`src/design/rgbypb_pkg.sv`:
```
// shared types, constants and coefficient tables for the bt.601 rgb/ypbpr converter
// no dependencies; imported by every other module of the block
package rgbypb_pkg;

  localparam int SAMPLE_W   = 16;
  localparam int NCH        = 3;

  // configuration port
  localparam int CFG_IDX_W  = 1;
  localparam int CFG_DATA_W = 16;
  localparam logic [CFG_IDX_W-1:0] CFG_DIRECTION  = 1'b0;
  localparam logic [CFG_IDX_W-1:0] CFG_MAX_SAMPLE = 1'b1;

  localparam logic DIR_FWD = 1'b0;
  localparam logic DIR_REV = 1'b1;

  // coefficients are scaled by 1e6
  localparam int COEF_W = 22;

  // forward: rows are y, pb, pr; columns are r, g, b
  localparam logic signed [COEF_W-1:0] FWD_COEF [NCH][NCH] = '{
    '{ 22'sd299000,  22'sd587000,  22'sd114000},
    '{-22'sd168736, -22'sd331264,  22'sd500000},
    '{ 22'sd500000, -22'sd418688, -22'sd81312}
  };

  // reverse matrix terms
  localparam logic signed [COEF_W-1:0] K_Y  = 22'sd1000000;
  localparam logic signed [COEF_W-1:0] K_RV = 22'sd1402000;
  localparam logic signed [COEF_W-1:0] K_GU = 22'sd344136;
  localparam logic signed [COEF_W-1:0] K_GV = 22'sd714136;
  localparam logic signed [COEF_W-1:0] K_BU = 22'sd1772000;

  // forward arithmetic: q = (|n|*512 + 15625*d) / (31250*d)
  localparam int FWD_W     = 38;
  localparam int REM_W     = 48;
  localparam int QUO_W     = 17;
  localparam int NUM_SHIFT = 9;
  localparam int DEN_W     = 31;
  localparam int HALF_W    = 30;
  localparam logic [DEN_W-1:0]  DEN_MUL  = 31'd31250;
  localparam logic [HALF_W-1:0] HALF_MUL = 30'd15625;
  localparam logic [QUO_W-1:0]  SAT_POS  = 17'd32767;
  localparam logic [QUO_W-1:0]  SAT_NEG  = 17'd32768;

  // reverse arithmetic: clamp to 2^14*1e6, scale by d, divide by 2^20 then by 15625
  localparam int REV_W       = 38;
  localparam int CLAMP_W     = 34;
  localparam logic [CLAMP_W-1:0] FULL_SCALE = 34'd16384000000;
  localparam int SCL_W       = 50;
  localparam int PRE_SHIFT   = 20;
  localparam int X_W         = 30;
  localparam int RCP_W       = 61;
  localparam logic [RCP_W-1:0] RECIP = 61'd1125899907;
  localparam int RECIP_SHIFT = 44;

  // pipeline depth
  localparam int DIV_FIRST  = 4;
  localparam int FWD_STAGES = QUO_W + 5;
  localparam int REV_CORE   = 4;
  localparam int DLY_N      = FWD_STAGES - REV_CORE + 1;
  localparam int NSTG       = FWD_STAGES + 1;

  // reset values of the configuration
  localparam logic [SAMPLE_W-1:0] RST_MAX  = 16'd255;
  localparam logic [DEN_W-1:0]    RST_DEN  = 31'd7968750;
  localparam logic [HALF_W-1:0]   RST_HALF = 30'd3984375;

  typedef struct packed {
    logic        [SAMPLE_W-1:0] red_in;
    logic        [SAMPLE_W-1:0] green_in;
    logic        [SAMPLE_W-1:0] blue_in;
    logic signed [SAMPLE_W-1:0] luma_in;
    logic signed [SAMPLE_W-1:0] pb_in;
    logic signed [SAMPLE_W-1:0] pr_in;
  } rgbypb_in_t;

  typedef struct packed {
    logic        [SAMPLE_W-1:0] red_out;
    logic        [SAMPLE_W-1:0] green_out;
    logic        [SAMPLE_W-1:0] blue_out;
    logic signed [SAMPLE_W-1:0] luma_out;
    logic signed [SAMPLE_W-1:0] pb_out;
    logic signed [SAMPLE_W-1:0] pr_out;
  } rgbypb_out_t;

  typedef struct packed {
    logic                direction;
    logic [SAMPLE_W-1:0] max_sample;
    logic [DEN_W-1:0]    den;
    logic [HALF_W-1:0]   half;
  } cfg_t;

endpackage

```
`src/design/rgbypb_cfg.sv`:
```
// configuration registers: direction, full-scale sample and derived divisor terms
// depends on rgbypb_pkg
module rgbypb_cfg
  import rgbypb_pkg::*;
(
  input  logic                  clk,
  input  logic                  rst_n,
  input  logic                  cfg_we,
  input  logic [CFG_IDX_W-1:0]  cfg_idx,
  input  logic [CFG_DATA_W-1:0] cfg_wdata,
  output cfg_t                  cfg
);

  cfg_t                cfg_r;
  cfg_t                cfg_nxt;
  logic [SAMPLE_W-1:0] dval;

  // zero full-scale behaves as one
  assign dval = (cfg_wdata == '0) ? SAMPLE_W'(1) : cfg_wdata;

  always_comb begin
    cfg_nxt = cfg_r;
    if (cfg_we) begin
      unique case (cfg_idx)
        CFG_DIRECTION: begin
          cfg_nxt.direction = cfg_wdata[0];
        end
        CFG_MAX_SAMPLE: begin
          cfg_nxt.max_sample = dval;
          cfg_nxt.den        = DEN_W'(dval) * DEN_MUL;
          cfg_nxt.half       = HALF_W'(dval) * HALF_MUL;
        end
      endcase
    end
  end

  always_ff @(posedge clk) begin
    if (!rst_n) begin
      cfg_r.direction  <= DIR_FWD;
      cfg_r.max_sample <= RST_MAX;
      cfg_r.den        <= RST_DEN;
      cfg_r.half       <= RST_HALF;
    end else begin
      cfg_r <= cfg_nxt;
    end
  end

  assign cfg = cfg_r;

endmodule

```
`config.mk`:
```
export PLATFORM = sky130hd
export DESIGN_NAME = rgbypb_cfg
export DESIGN_NICKNAME = d
export VERILOG_FILES = /design/src/design/rgbypb_pkg.sv /design/src/design/rgbypb_cfg.sv
export SDC_FILE = /design/constraint.sdc
export NUM_CORES = 1
export LEC_CHECK = 0
export BUFFER_PORTS_ARGS = -buffer_cell sky130_fd_sc_hd__buf_2
export CAP_MARGIN = 5
export CORE_MARGIN = 2
export CORE_UTILIZATION = 55
export CTS_BUF_LIST = sky130_fd_sc_hd__clkbuf_4 sky130_fd_sc_hd__clkbuf_8
export DETAILED_ROUTE_END_ITERATION = 16
export HOLD_SLACK_MARGIN = 0.05
export PLACE_DENSITY = 0.78
export SLEW_MARGIN = 20
export SYNTH_ARGS = -nofsm -noshare
export SYNTH_HDL_FRONTEND = slang
export SYNTH_SLANG_ARGS = --single-unit
```
`constraint.sdc`:
```
create_clock -name clk -period 6.9 [get_ports clk]
set_input_delay 0 -clock clk [delete_from_list [all_inputs] [get_ports clk]]
set_output_delay 0 -clock clk [all_outputs]
set_load 0.02 [all_outputs]
```
Yosys cells after proc, flatten, opt, wreduce, memory -nomap -nowiden:

Index checks and enable logic that the tools add are counted.
Widths: inputs -> output; s select.

* register bits after elaboration: 77
* bits in latches: 0
* bits in writable memories: 0
* ROM bits: 0
* output and inout port bits: 78
* logic and storage cells: 11
* memories: 0

* $add $sub $neg: 0
* multipliers: 2
* divide/modulo/power cells: 0
* magnitude comparators: 0
* equal/unequal tests: 0
* shifts and indexed selects: 0
* muxes and demuxes: 1
* bitwise operators: 1
* reduce and logical (&&, ||, !) cells: 3

Operators with widths (number)
* $mul 16x14->30 const B: 2
* $logic_not 16->1: 1
* $mux 16: 1
* $reduce_and 2->1: 2
* $not 1->1: 1

Logic depth before layout (Yosys ltp):

Gate-level depths: netlist of run 1.

* depth in word-level cells: 3
* gate-level depth with buffers: 27
* gate-level depth less buffers: 26

Worst setup path after synthesis of run 1:

Ideal clock, no wire load.

* path kind: input -> register
* from: in cfg_wdata[6]
* to: reg cfg_r, in the netlist cfg[25]
* setup time: 0.073 ns
* arrival: 5.466 ns
* required time: 6.827 ns
* setup slack: 1.361 ns
* stages: 25
* path buffers: 0
* path through: inv_1 ha_1 nand2_1 nor3_1 and4b_1 nand4_1 nand2_1 inv_1 ha_1 or2_2 fa_1 fa_1 fa_1 ha_1 inv_1 fa_1 inv_1 ha_1 and2_4 and3_1 nand3_2 nand2_2 a31oi_4 or4_4 o211ai_2

* cells in the longest elaborated chain, start to end: 3

Ends and longest elaborated chain
* from (decl): RTL line rgbypb_cfg.sv:10 `input logic [CFG_DATA_W-1:0] cfg_wdata,`
* $logic_not 16->1: RTL line rgbypb_cfg.sv:19 `assign dval = (cfg_wdata == '0) ? SAMPLE_W'(1) : cfg_wdata;`
* $mux 16: RTL line rgbypb_cfg.sv:19
* named net dval[2]: RTL line rgbypb_cfg.sv:16 `logic [SAMPLE_W-1:0] dval;`
* $mul 16x14->30: RTL line rgbypb_cfg.sv:31 `cfg_nxt.half = HALF_W'(dval) * HALF_MUL;`
* to (signal assigned): RTL line rgbypb_cfg.sv:44 `cfg_r <= cfg_nxt;`
* to (decl): RTL line rgbypb_cfg.sv:14 `cfg_t cfg_r;`

The timed path passes the listed nets, and every way through them passes these cells.
A chain may end at the register's enable or synchronous reset.

Worst setup path after layout of run 1:

* from: in cfg_wdata[0]
* to: reg cfg_r, in the netlist cfg[24]

Same word-level chain as after synthesis.

==> impl_metrics.env, run 1 <==
export IMPL_post_route_worst_setup_slack_ps=698
export IMPL_cts_root_buf="clkbuf_8"
export IMPL_tns_ps=0
export IMPL_rsz0062_at_grt="no"
export IMPL_cts_clk_slew_worst_paths_ps=100
export IMPL_grt_antenna_before_repair=0
export IMPL_finalCriticalPeriod_ps=6200
export IMPL_row_count=38
export IMPL_yosysWarnings=0
export IMPL_slowest_delay_ps=580
export IMPL_ctsResizeCount=0
export IMPL_synth_area_sq_mm=0.00596
export IMPL_finalSetupViolations=0
export IMPL_slew_viol_final=0
export IMPL_max_cap_viol_count=0
export IMPL_wirelength_um=13300
export IMPL_p_per_area_mw_per_mm2=451
export IMPL_synth_fp_nets=862
export IMPL_worstSetupEndpointType="flip-flop"
export IMPL_skew_ps=0
export IMPL_layout_commonest_cell="ha_1"
export IMPL_worstSetupStartpointType="input port"
export IMPL_grt_max_degree=67
export IMPL_final_hold_violation_count=0
export IMPL_die_w_um=108
export IMPL_coreArea_sq_mm=0.0107
export IMPL_max_slew_worst_pin_slew_ps=906
export IMPL_crit_chain="dlygate4sd3_1, buf_2, nor2_1, and4b_1, nand4_1, nand2_1, inv_1, ha_1, or2_2, fa_1, fa_1, fa_1, ha_1, inv_1, fa_1, inv_1, ha_1, nand2_1, or3_1, o21ai_0, a31oi_1, a21oi_1, nor3_1, o31ai_1"
export IMPL_crit_required_ps=7130
export IMPL_cts_tree="yes"
export IMPL_power_mw=2.86
export IMPL_area_growth_pct=6.32
export IMPL_worstSkewPairLatency_ps=300
export IMPL_grt_pass1_wl_um=21600
export IMPL_drive_above_1_share_pct=17.4
export IMPL_dp_cells=853
export IMPL_final_util_pct=59.3
export IMPL_stdcell_count=864
export IMPL_yosys_cell_types_count=67
export IMPL_preCtsSetupSlack_ps=737
export IMPL_ios=98
export IMPL_largest_register_ffs=44
export IMPL_vias=4786
export IMPL_cp_arrival_ps=6430
export IMPL_synth_ff_type="dfxtp_1"
export IMPL_io_buffers=96
export IMPL_synth_yosys_seq_area_share_pct=14.8
export IMPL_final_area_sq_mm=0.00634
export IMPL_status="completed"
export IMPL_period_share_pct=89.9
export IMPL_routedWlPerCell_um=15.4
export IMPL_grt_pass1_vias=4594
export IMPL_ant_nets=0
export IMPL_vias_per_cell=5.54
export IMPL_track_usage_pct=23.4
export IMPL_nets=906
export IMPL_overflow=0
export IMPL_crit_path_frequent_cell="fa_1"
export IMPL_clockBufferDepth=2
export IMPL_whs_ps=77.0
export IMPL_netlist_instances=680
export IMPL_fp_dieH_um=108
export IMPL_final_cell_mix="109 x ha_1, 103 x inv_1, 96 x buf_2"
export IMPL_timing_fmax_mhz=161
export IMPL_cellLeakagePower_nw=3.34
export IMPL_htreeDepth=2
export IMPL_min_delay_path_class="in -> reg"
export IMPL_ir_drop_v=0.000287
export IMPL_dr_pass1_iters=5
export IMPL_slowest_stage="fa_1"
export IMPL_ys_seq_elements=44
export IMPL_cp_max_fo=10
export IMPL_synth_edff_count=0
export IMPL_die_area_sq_mm=0.0117
export IMPL_maxSlewHeadroom_pct=39.6
export IMPL_critPathKind="in -> reg"
export IMPL_synth_avg_cell_area_sq_um=8.77
export IMPL_cts_buffers=5
export IMPL_antennaDiodeCount=0
export IMPL_placed_area_sq_mm=0.00622
export IMPL_post_dp_hpwl_um=11000
export IMPL_async_reset_ff_share_pct=0
export IMPL_gp_congestion=0.923
export IMPL_clock_sinks=44
export IMPL_start_util_pct=55.7
export IMPL_drc=0
export IMPL_drt_initial_drc_count=270
routing by layer:
layer  wire [um]  track usage (%)  up-vias  part of all wire, %
met5           0                0        -                    0
met4         343             8.06        0                  2.6
met3         566             2.59       27                  4.2
met2        6550             39.6      147                   49
met1        5880             31.0     2290                   44
li1            -                -     2322                    -
cells in the mapped netlist (all sizes together) (2+ instances only):
master / count / area share, %
or4: 3 / 0.44
o211ai: 17 / 2.2
nand3: 23 / 2.1
nand2b: 2 / 0.21
o31ai: 2 / 0.48
and2: 11 / 1.2
and3: 5 / 0.52
or3: 2 / 0.21
mux2i: 2 / 0.34
ha: 109 / 23
xnor2: 12 / 1.8
nor2: 17 / 1.1
and4b: 2 / 0.34
a21oi: 28 / 2.5
buf: 41 / 5.2
o21ai: 27 / 2.7
nor3b: 4 / 0.50
a211oi: 2 / 0.34
nand2: 74 / 4.7
nor4b: 2 / 0.29
inv: 103 / 6.5
fa: 53 / 18
o311ai: 3 / 0.44
nor3: 8 / 0.76
clkbuf: 23 / 1.7
nor2b: 4 / 0.42
xor2: 7 / 1.0
a31oi: 6 / 0.99
a221o: 2 / 0.34
a21o: 8 / 1.0
dfxtp: 44 / 15
o21a: 4 / 0.50
nand4: 6 / 0.63
a21boi: 8 / 1.0
o21bai: 3 / 0.38
a32oi: 2 / 0.29
worst max-delay path: cells and delay by family:
family | cells | cell delay [ps]
AO/OA/AOI/OAI | 4 | 780
AND/OR/NAND/NOR | 8 | 1860
buffers and inverters | 5 | 920
adder cells (fa/ha/maj) | 7 | 2870
cell families (layout without fill, tap and decap cells):
| kind of cell | Yosys count | count (layout) | share of synthesized area [%] |
|---|---|---|---|
| adder cells (fa/ha/maj) | 162 | 162 | 40.7 |
| XOR/XNOR | 19 | 19 | 2.79 |
| buffers and inverters | 167 | 211 | 13.4 |
| other | 1 | 1 | 0.0629 |
| multiplexers | 2 | 2 | 0.336 |
| AND/OR/NAND/NOR | 166 | 166 | 13.8 |
| AO/OA/AOI/OAI | 119 | 119 | 14.2 |
| flip-flops | 44 | 44 | 14.8 |
final timing paths:
check / from / end / slack (ps) / cells after the start
max: cfg_wdata[0] / cfg[24] / 700 / 24
min: cfg_wdata[6] / cfg[67] / 80 / 3
max reg2reg: cfg[27] / cfg[27] / 5970 / 3
min reg2reg: cfg[70] / cfg[70] / 470 / 2
layout make-up:
type	instances	area, sq um
fill	953	4360
multi-input combinational	469	4290
sequential	44	881
timing repair buffer	101	528
inverter	103	387
tap	140	175
clock buffer	6	76.3
clock inverter	1	5.00
where the power goes:
part | switching, mW | internal, mW | leakage [nW]
sequential | 0.0260 | 0.298 | 0.362
combinational | 1.47 | 0.894 | 2.93
clock | 0.0964 | 0.0731 | 0.0445
total | 1.59 | 1.26 | 3.34
timing repair:
item                      4_1_cts  5_1_grt
hold buffers                    4        0
buffers inserted                0        0
hold endpoints to repair        4        0
(Power assumes the default switching activity.)
==> inputs of run 2 (changes only) <==
Settings changed: PLACE_DENSITY 0.78 to unset, PLACE_DENSITY_LB_ADDON set to 0.2.
==> run 2 against run 1 <==
Effect of this change:
- final cell count grew 0.12%
- clock skew is the same
- sequential share of layout area shrank 0.066 points
- largest cell class unchanged
- critical path depth shrank 1
==> impl_metrics.env, run 2 (synthesis gave the netlist of run 1 again) <==
export IMPL_drc=0
export IMPL_crit_chain="dlygate4sd3_1, buf_2, nor2_1, and4b_1, nand4_1, nand2_1, inv_1, fa_1, fa_1, fa_1, inv_1, fa_1, inv_1, ha_1, ha_1, ha_1, a21oi_1, o21ai_0, a21oi_2, nor2b_1, a221o_1, nor4b_1, a211o_1"
export IMPL_coreArea_sq_mm=0.0107
export IMPL_grt_pass1_wl_um=21800
export IMPL_final_hold_violation_count=0
export IMPL_cts_root_buf="clkbuf_8"
export IMPL_preCtsSetupSlack_ps=754
export IMPL_worstSkewPairLatency_ps=310
export IMPL_io_buffers=96
export IMPL_dp_cells=853
export IMPL_largest_register_ffs=44
export IMPL_area_growth_pct=6.82
export IMPL_timing_fmax_mhz=162
export IMPL_vias_per_cell=5.48
export IMPL_finalSetupViolations=0
export IMPL_tns_ps=0
export IMPL_grt_pass1_vias=4517
export IMPL_max_slew_worst_pin_slew_ps=985
export IMPL_ir_drop_v=0.000259
export IMPL_rsz0062_at_grt="no"
export IMPL_slowest_delay_ps=550
export IMPL_die_area_sq_mm=0.0117
export IMPL_grt_max_degree=67
export IMPL_crit_required_ps=7170
export IMPL_overflow=0
export IMPL_critPathKind="in -> reg"
export IMPL_vias=4743
export IMPL_slew_viol_final=0
export IMPL_cts_buffers=5
export IMPL_post_dp_hpwl_um=11000
export IMPL_period_share_pct=89.5
export IMPL_ios=98
export IMPL_worstSetupEndpointType="flip-flop"
export IMPL_post_route_worst_setup_slack_ps=723
export IMPL_clock_sinks=44
export IMPL_clockBufferDepth=2
export IMPL_p_per_area_mw_per_mm2=457
export IMPL_fp_dieH_um=108
export IMPL_ctsResizeCount=0
export IMPL_row_count=38
export IMPL_min_delay_path_class="in -> reg"
export IMPL_track_usage_pct=24.0
export IMPL_dr_pass1_iters=4
export IMPL_status="completed"
export IMPL_max_cap_viol_count=0
export IMPL_cts_tree="yes"
export IMPL_drt_initial_drc_count=155
export IMPL_cellLeakagePower_nw=3.35
export IMPL_gp_congestion=0.890
export IMPL_die_w_um=108
export IMPL_slowest_stage="fa_1"
export IMPL_drive_above_1_share_pct=17.5
export IMPL_worstSetupStartpointType="input port"
export IMPL_start_util_pct=55.7
export IMPL_cp_arrival_ps=6450
export IMPL_wirelength_um=13500
export IMPL_crit_path_frequent_cell="fa_1"
export IMPL_layout_commonest_cell="ha_1"
export IMPL_ant_nets=0
export IMPL_htreeDepth=2
export IMPL_finalCriticalPeriod_ps=6180
export IMPL_final_cell_mix="109 x ha_1, 103 x inv_1, 96 x buf_2"
export IMPL_skew_ps=0
export IMPL_stdcell_count=865
export IMPL_routedWlPerCell_um=15.6
export IMPL_grt_antenna_before_repair=0
export IMPL_cts_clk_slew_worst_paths_ps=90
export IMPL_nets=906
export IMPL_antennaDiodeCount=0
export IMPL_cp_max_fo=10
export IMPL_maxSlewHeadroom_pct=34.3
## run 2: cell types whose count changed in the layout (fill, tap and decap cells not counted), sizes merged
cell | before | now
bufinv | 0 | 1
## run 2: worst max-delay path: cells and delay by family
| kind | cells | cell delay, ps |
|---|---|---|
| buffers and inverters | 5 | 940 |
| adder cells (fa/ha/maj) | 7 | 3120 |
| AND/OR/NAND/NOR | 6 | 1310 |
| AO/OA/AOI/OAI | 5 | 1080 |
## run 2: cell type report
cell class | count | area [sq um]
well taps | 140 | 175
inverters | 103 | 387
clock buffers | 6 | 76.3
flip-flops and latches | 44 | 881
multi-input cells | 469 | 4290
clock inverters | 2 | 35.0
repair buffers | 101 | 528
fillers | 1012 | 4330
## run 2: routing by layer
layer	vias up	part of all wire (%)	GRT usage [%]
met3	16	4.3	4.34
met1	2302	46	33.1
met5	-	0	0
li1	2322	-	-
met4	0	2.7	8.15
met2	103	47	38.1
## run 2: what timing repair did
| item | in CTS | in global routing |
|---|---|---|
| endpoints found under the hold margin | 4 | 0 |
| setup buffers | 0 | 0 |
| hold buffers | 4 | 0 |
## run 2: final timing paths
| check | from | endpoint | slack [ps] | depth (start not counted) |
|---|---|---|---|---|
| setup / recovery | cfg_wdata[0] | cfg[29] | 720 | 23 |
| hold / removal | cfg_wdata[2] | cfg[63] | 80 | 3 |
| setup reg to reg | cfg[27] | cfg[27] | 5950 | 3 |
| hold reg to reg | cfg[65] | cfg[65] | 470 | 2 |
## run 2: stage by stage
stage	hold slack, ps	utilization [%]	instance area (sq um)	total power, mW
6_report	75.7	59.5	6370	2.91
5_1_grt	94.6	59.5	6370	3.22
4_1_cts	63.6	59.5	6370	2.92
3_5_place_dp	343	58.1	6220	2.68
3_3_place_gp	331	58.1	6220	2.69
2_1_floorplan	124	-	5960	2.24
## run 2: power breakdown
group          switching (mW)  total, mW  internal, mW
Clock                  0.0985      0.210         0.112
Combinational            1.48       2.37         0.889
Sequential             0.0277      0.326         0.298
Total                    1.61       2.91          1.30
==> inputs of run 3 (changes only) <==
Settings changed: CELL_PAD_IN_SITES_DETAIL_PLACEMENT set to 1, CELL_PAD_IN_SITES_GLOBAL_PLACEMENT set to 2, CORE_UTILIZATION 55 to 36.
==> run 3 against run 2 <==
Effect of this change:
- setup slack got worse by 64 ps
- die area rose by 51%
- via count rose by 0.99%
- wire length rose by 16%
- sequential power barely moved
- fmax fell by 1.0%
- register-to-register slack barely moved
- critical endpoint is now cfg[28]
- utilization fell by 20 points
- global-route usage fell by 5.8 points
- sequential share of layout area fell by 0.17 points
==> impl_metrics.env, run 3 (synthesis gave the netlist of run 1 again) <==
export IMPL_status="completed"
export IMPL_io_buffers=96
export IMPL_r2r_end="cfg[27]"
export IMPL_clock_sinks=44
export IMPL_timing_fmax_mhz=160
export IMPL_cts_root_buf="clkbuf_8"
export IMPL_critPathKind="in -> reg"
export IMPL_preCtsSetupSlack_ps=556
export IMPL_timing_rr_start="cfg[27]"
export IMPL_cts_buffers=5
export IMPL_crit_chain="dlygate4sd3_1, buf_2, nor2_1, and4b_1, nand4_1, nand2_1, inv_1, ha_1, or2_2, fa_1, fa_1, fa_1, ha_1, inv_1, fa_1, inv_1, ha_1, nand2_1, or3_1, o21ai_0, a31oi_1, a21oi_1, mux2i_1, nand3_1"
export IMPL_hold_depth=3
export IMPL_grt_use_met3_pct=1.80
export IMPL_cts_setup_buffers=0
export IMPL_wirelength_um=15700
export IMPL_grt_antenna_before_repair=0
export IMPL_ant_nets=0
export IMPL_min_delay_path_class="in -> reg"
export IMPL_dp_cells=934
export IMPL_cts_tree="yes"
export IMPL_reg2reg_slack_ps=5950
export IMPL_hold_end="cfg[65]"
export IMPL_skew_ps=0
export IMPL_cp_max_fo=10
export IMPL_slowest_delay_ps=580
export IMPL_max_slew_worst_pin_slew_ps=978
export IMPL_die_w_um=133
export IMPL_overflow=0
export IMPL_htreeDepth=2
export IMPL_ios=98
export IMPL_vias_per_cell=5.07
export IMPL_track_usage_pct=18.2
export IMPL_path_delay_family="adder cells"
export IMPL_worstSetupEndpointType="flip-flop"
export IMPL_tns_ps=0
export IMPL_die_area_sq_mm=0.0176
export IMPL_slowest_stage="fa_1"
export IMPL_period_share_pct=90.4
export IMPL_dr_pass1_iters=4
export IMPL_clockBufferDepth=2
export IMPL_largest_register_ffs=44
export IMPL_finalCriticalPeriod_ps=6240
export IMPL_hold_start="cfg_wdata[4]"
export IMPL_finalSetupViolations=0
export IMPL_drt_initial_drc_count=143
export IMPL_nets=907
export IMPL_cts_clk_slew_worst_paths_ps=100
export IMPL_grt_max_degree=67
export IMPL_final_cell_mix="109 x ha_1, 103 x inv_1, 96 x buf_2"
export IMPL_crit_path_frequent_cell="fa_1"
export IMPL_slew_viol_final=0
export IMPL_met1_usage_pct=24.9
export IMPL_antennaDiodeCount=0
export IMPL_grt_pass1_wl_um=25700
export IMPL_cellLeakagePower_nw=3.34
export IMPL_top_usage_layer="met2"
export IMPL_grt_pass1_vias=5017
export IMPL_cp_arrival_ps=6460
export IMPL_drc=0
export IMPL_stdcell_count=945
export IMPL_p_per_area_mw_per_mm2=452
export IMPL_post_dp_hpwl_um=12900
export IMPL_ir_drop_v=0.000194
export IMPL_row_count=47
export IMPL_maxSlewHeadroom_pct=34.8
export IMPL_final_hold_violation_count=0
export IMPL_path_buf_inv=5
export IMPL_routedWlPerCell_um=16.6
export IMPL_use_met2_pct=31.2
export IMPL_area_growth_pct=8.12
export IMPL_crit_required_ps=7120
export IMPL_power_mw=2.91
export IMPL_drive_above_1_share_pct=17.5
export IMPL_fp_dieH_um=133
export IMPL_coreArea_sq_mm=0.0164
export IMPL_post_route_worst_setup_slack_ps=660
export IMPL_max_cap_viol_count=0
export IMPL_worstSetupStartpointType="input port"
export IMPL_gp_congestion=0.865
export IMPL_vias=4790
export IMPL_worstSkewPairLatency_ps=320
export IMPL_layout_commonest_cell="ha_1"
export IMPL_rr_worst_depth=3
export IMPL_start_util_pct=36.3
export IMPL_rsz0062_at_grt="no"
## run 3: worst max path at each step
stage                    to    startpoint  cells past startpoint
finish              cfg[28]  cfg_wdata[0]                     24
detailed placement  cfg[28]  cfg_wdata[6]                     26
CTS                 cfg[28]  cfg_wdata[0]                     24
global route        cfg[28]  cfg_wdata[0]                     24
global placement    cfg[25]  cfg_wdata[6]                     26
floorplan           cfg[25]  cfg_wdata[6]                     25
## run 3: final cells by class
cell class	count	area, sq um
clock buffer	6	76.3
fill	1994	9960
tap	220	275
clock inverter	1	5.00
multi-input combinational	469	4290
inverter	103	387
sequential	44	881
timing repair buffer	102	536
## run 3: through the flow
step           instance area, sq um  hold slack (ps)  util [%]
2_1_floorplan                  5960              124         -
3_3_place_gp                   6320              322      38.5
3_5_place_dp                   6320              355      38.5
4_1_cts                        6450             54.1      39.3
5_1_grt                        6450             68.4      39.3
6_report                       6450             69.9      39.3
## run 3: report_power, final
group | total, mW | switching [mW] | internal [mW]
registers | 0.326 | 0.0281 | 0.298
logic | 2.41 | 1.51 | 0.897
clock network | 0.178 | 0.105 | 0.0733
## run 3: repair_timing
item | in CTS | in global routing
endpoints found under the setup margin | 0 | 0
gates resized for setup | 0 | 0
hold buffers | 4 | 0
endpoints found under the hold margin | 4 | 0
## run 3: routing by layer
metal	vias to the layer above	wire length (um)
li1	2318	-
met1	2381	7250
met2	82	7770
met3	9	492
met4	0	181
met5	-	0
## run 3: worst reg2reg max path: stages, from the launching register on
cell	delay [ps]
dfxtp_1	340
nand3_1	60
o311ai_0	130
or3_1	320
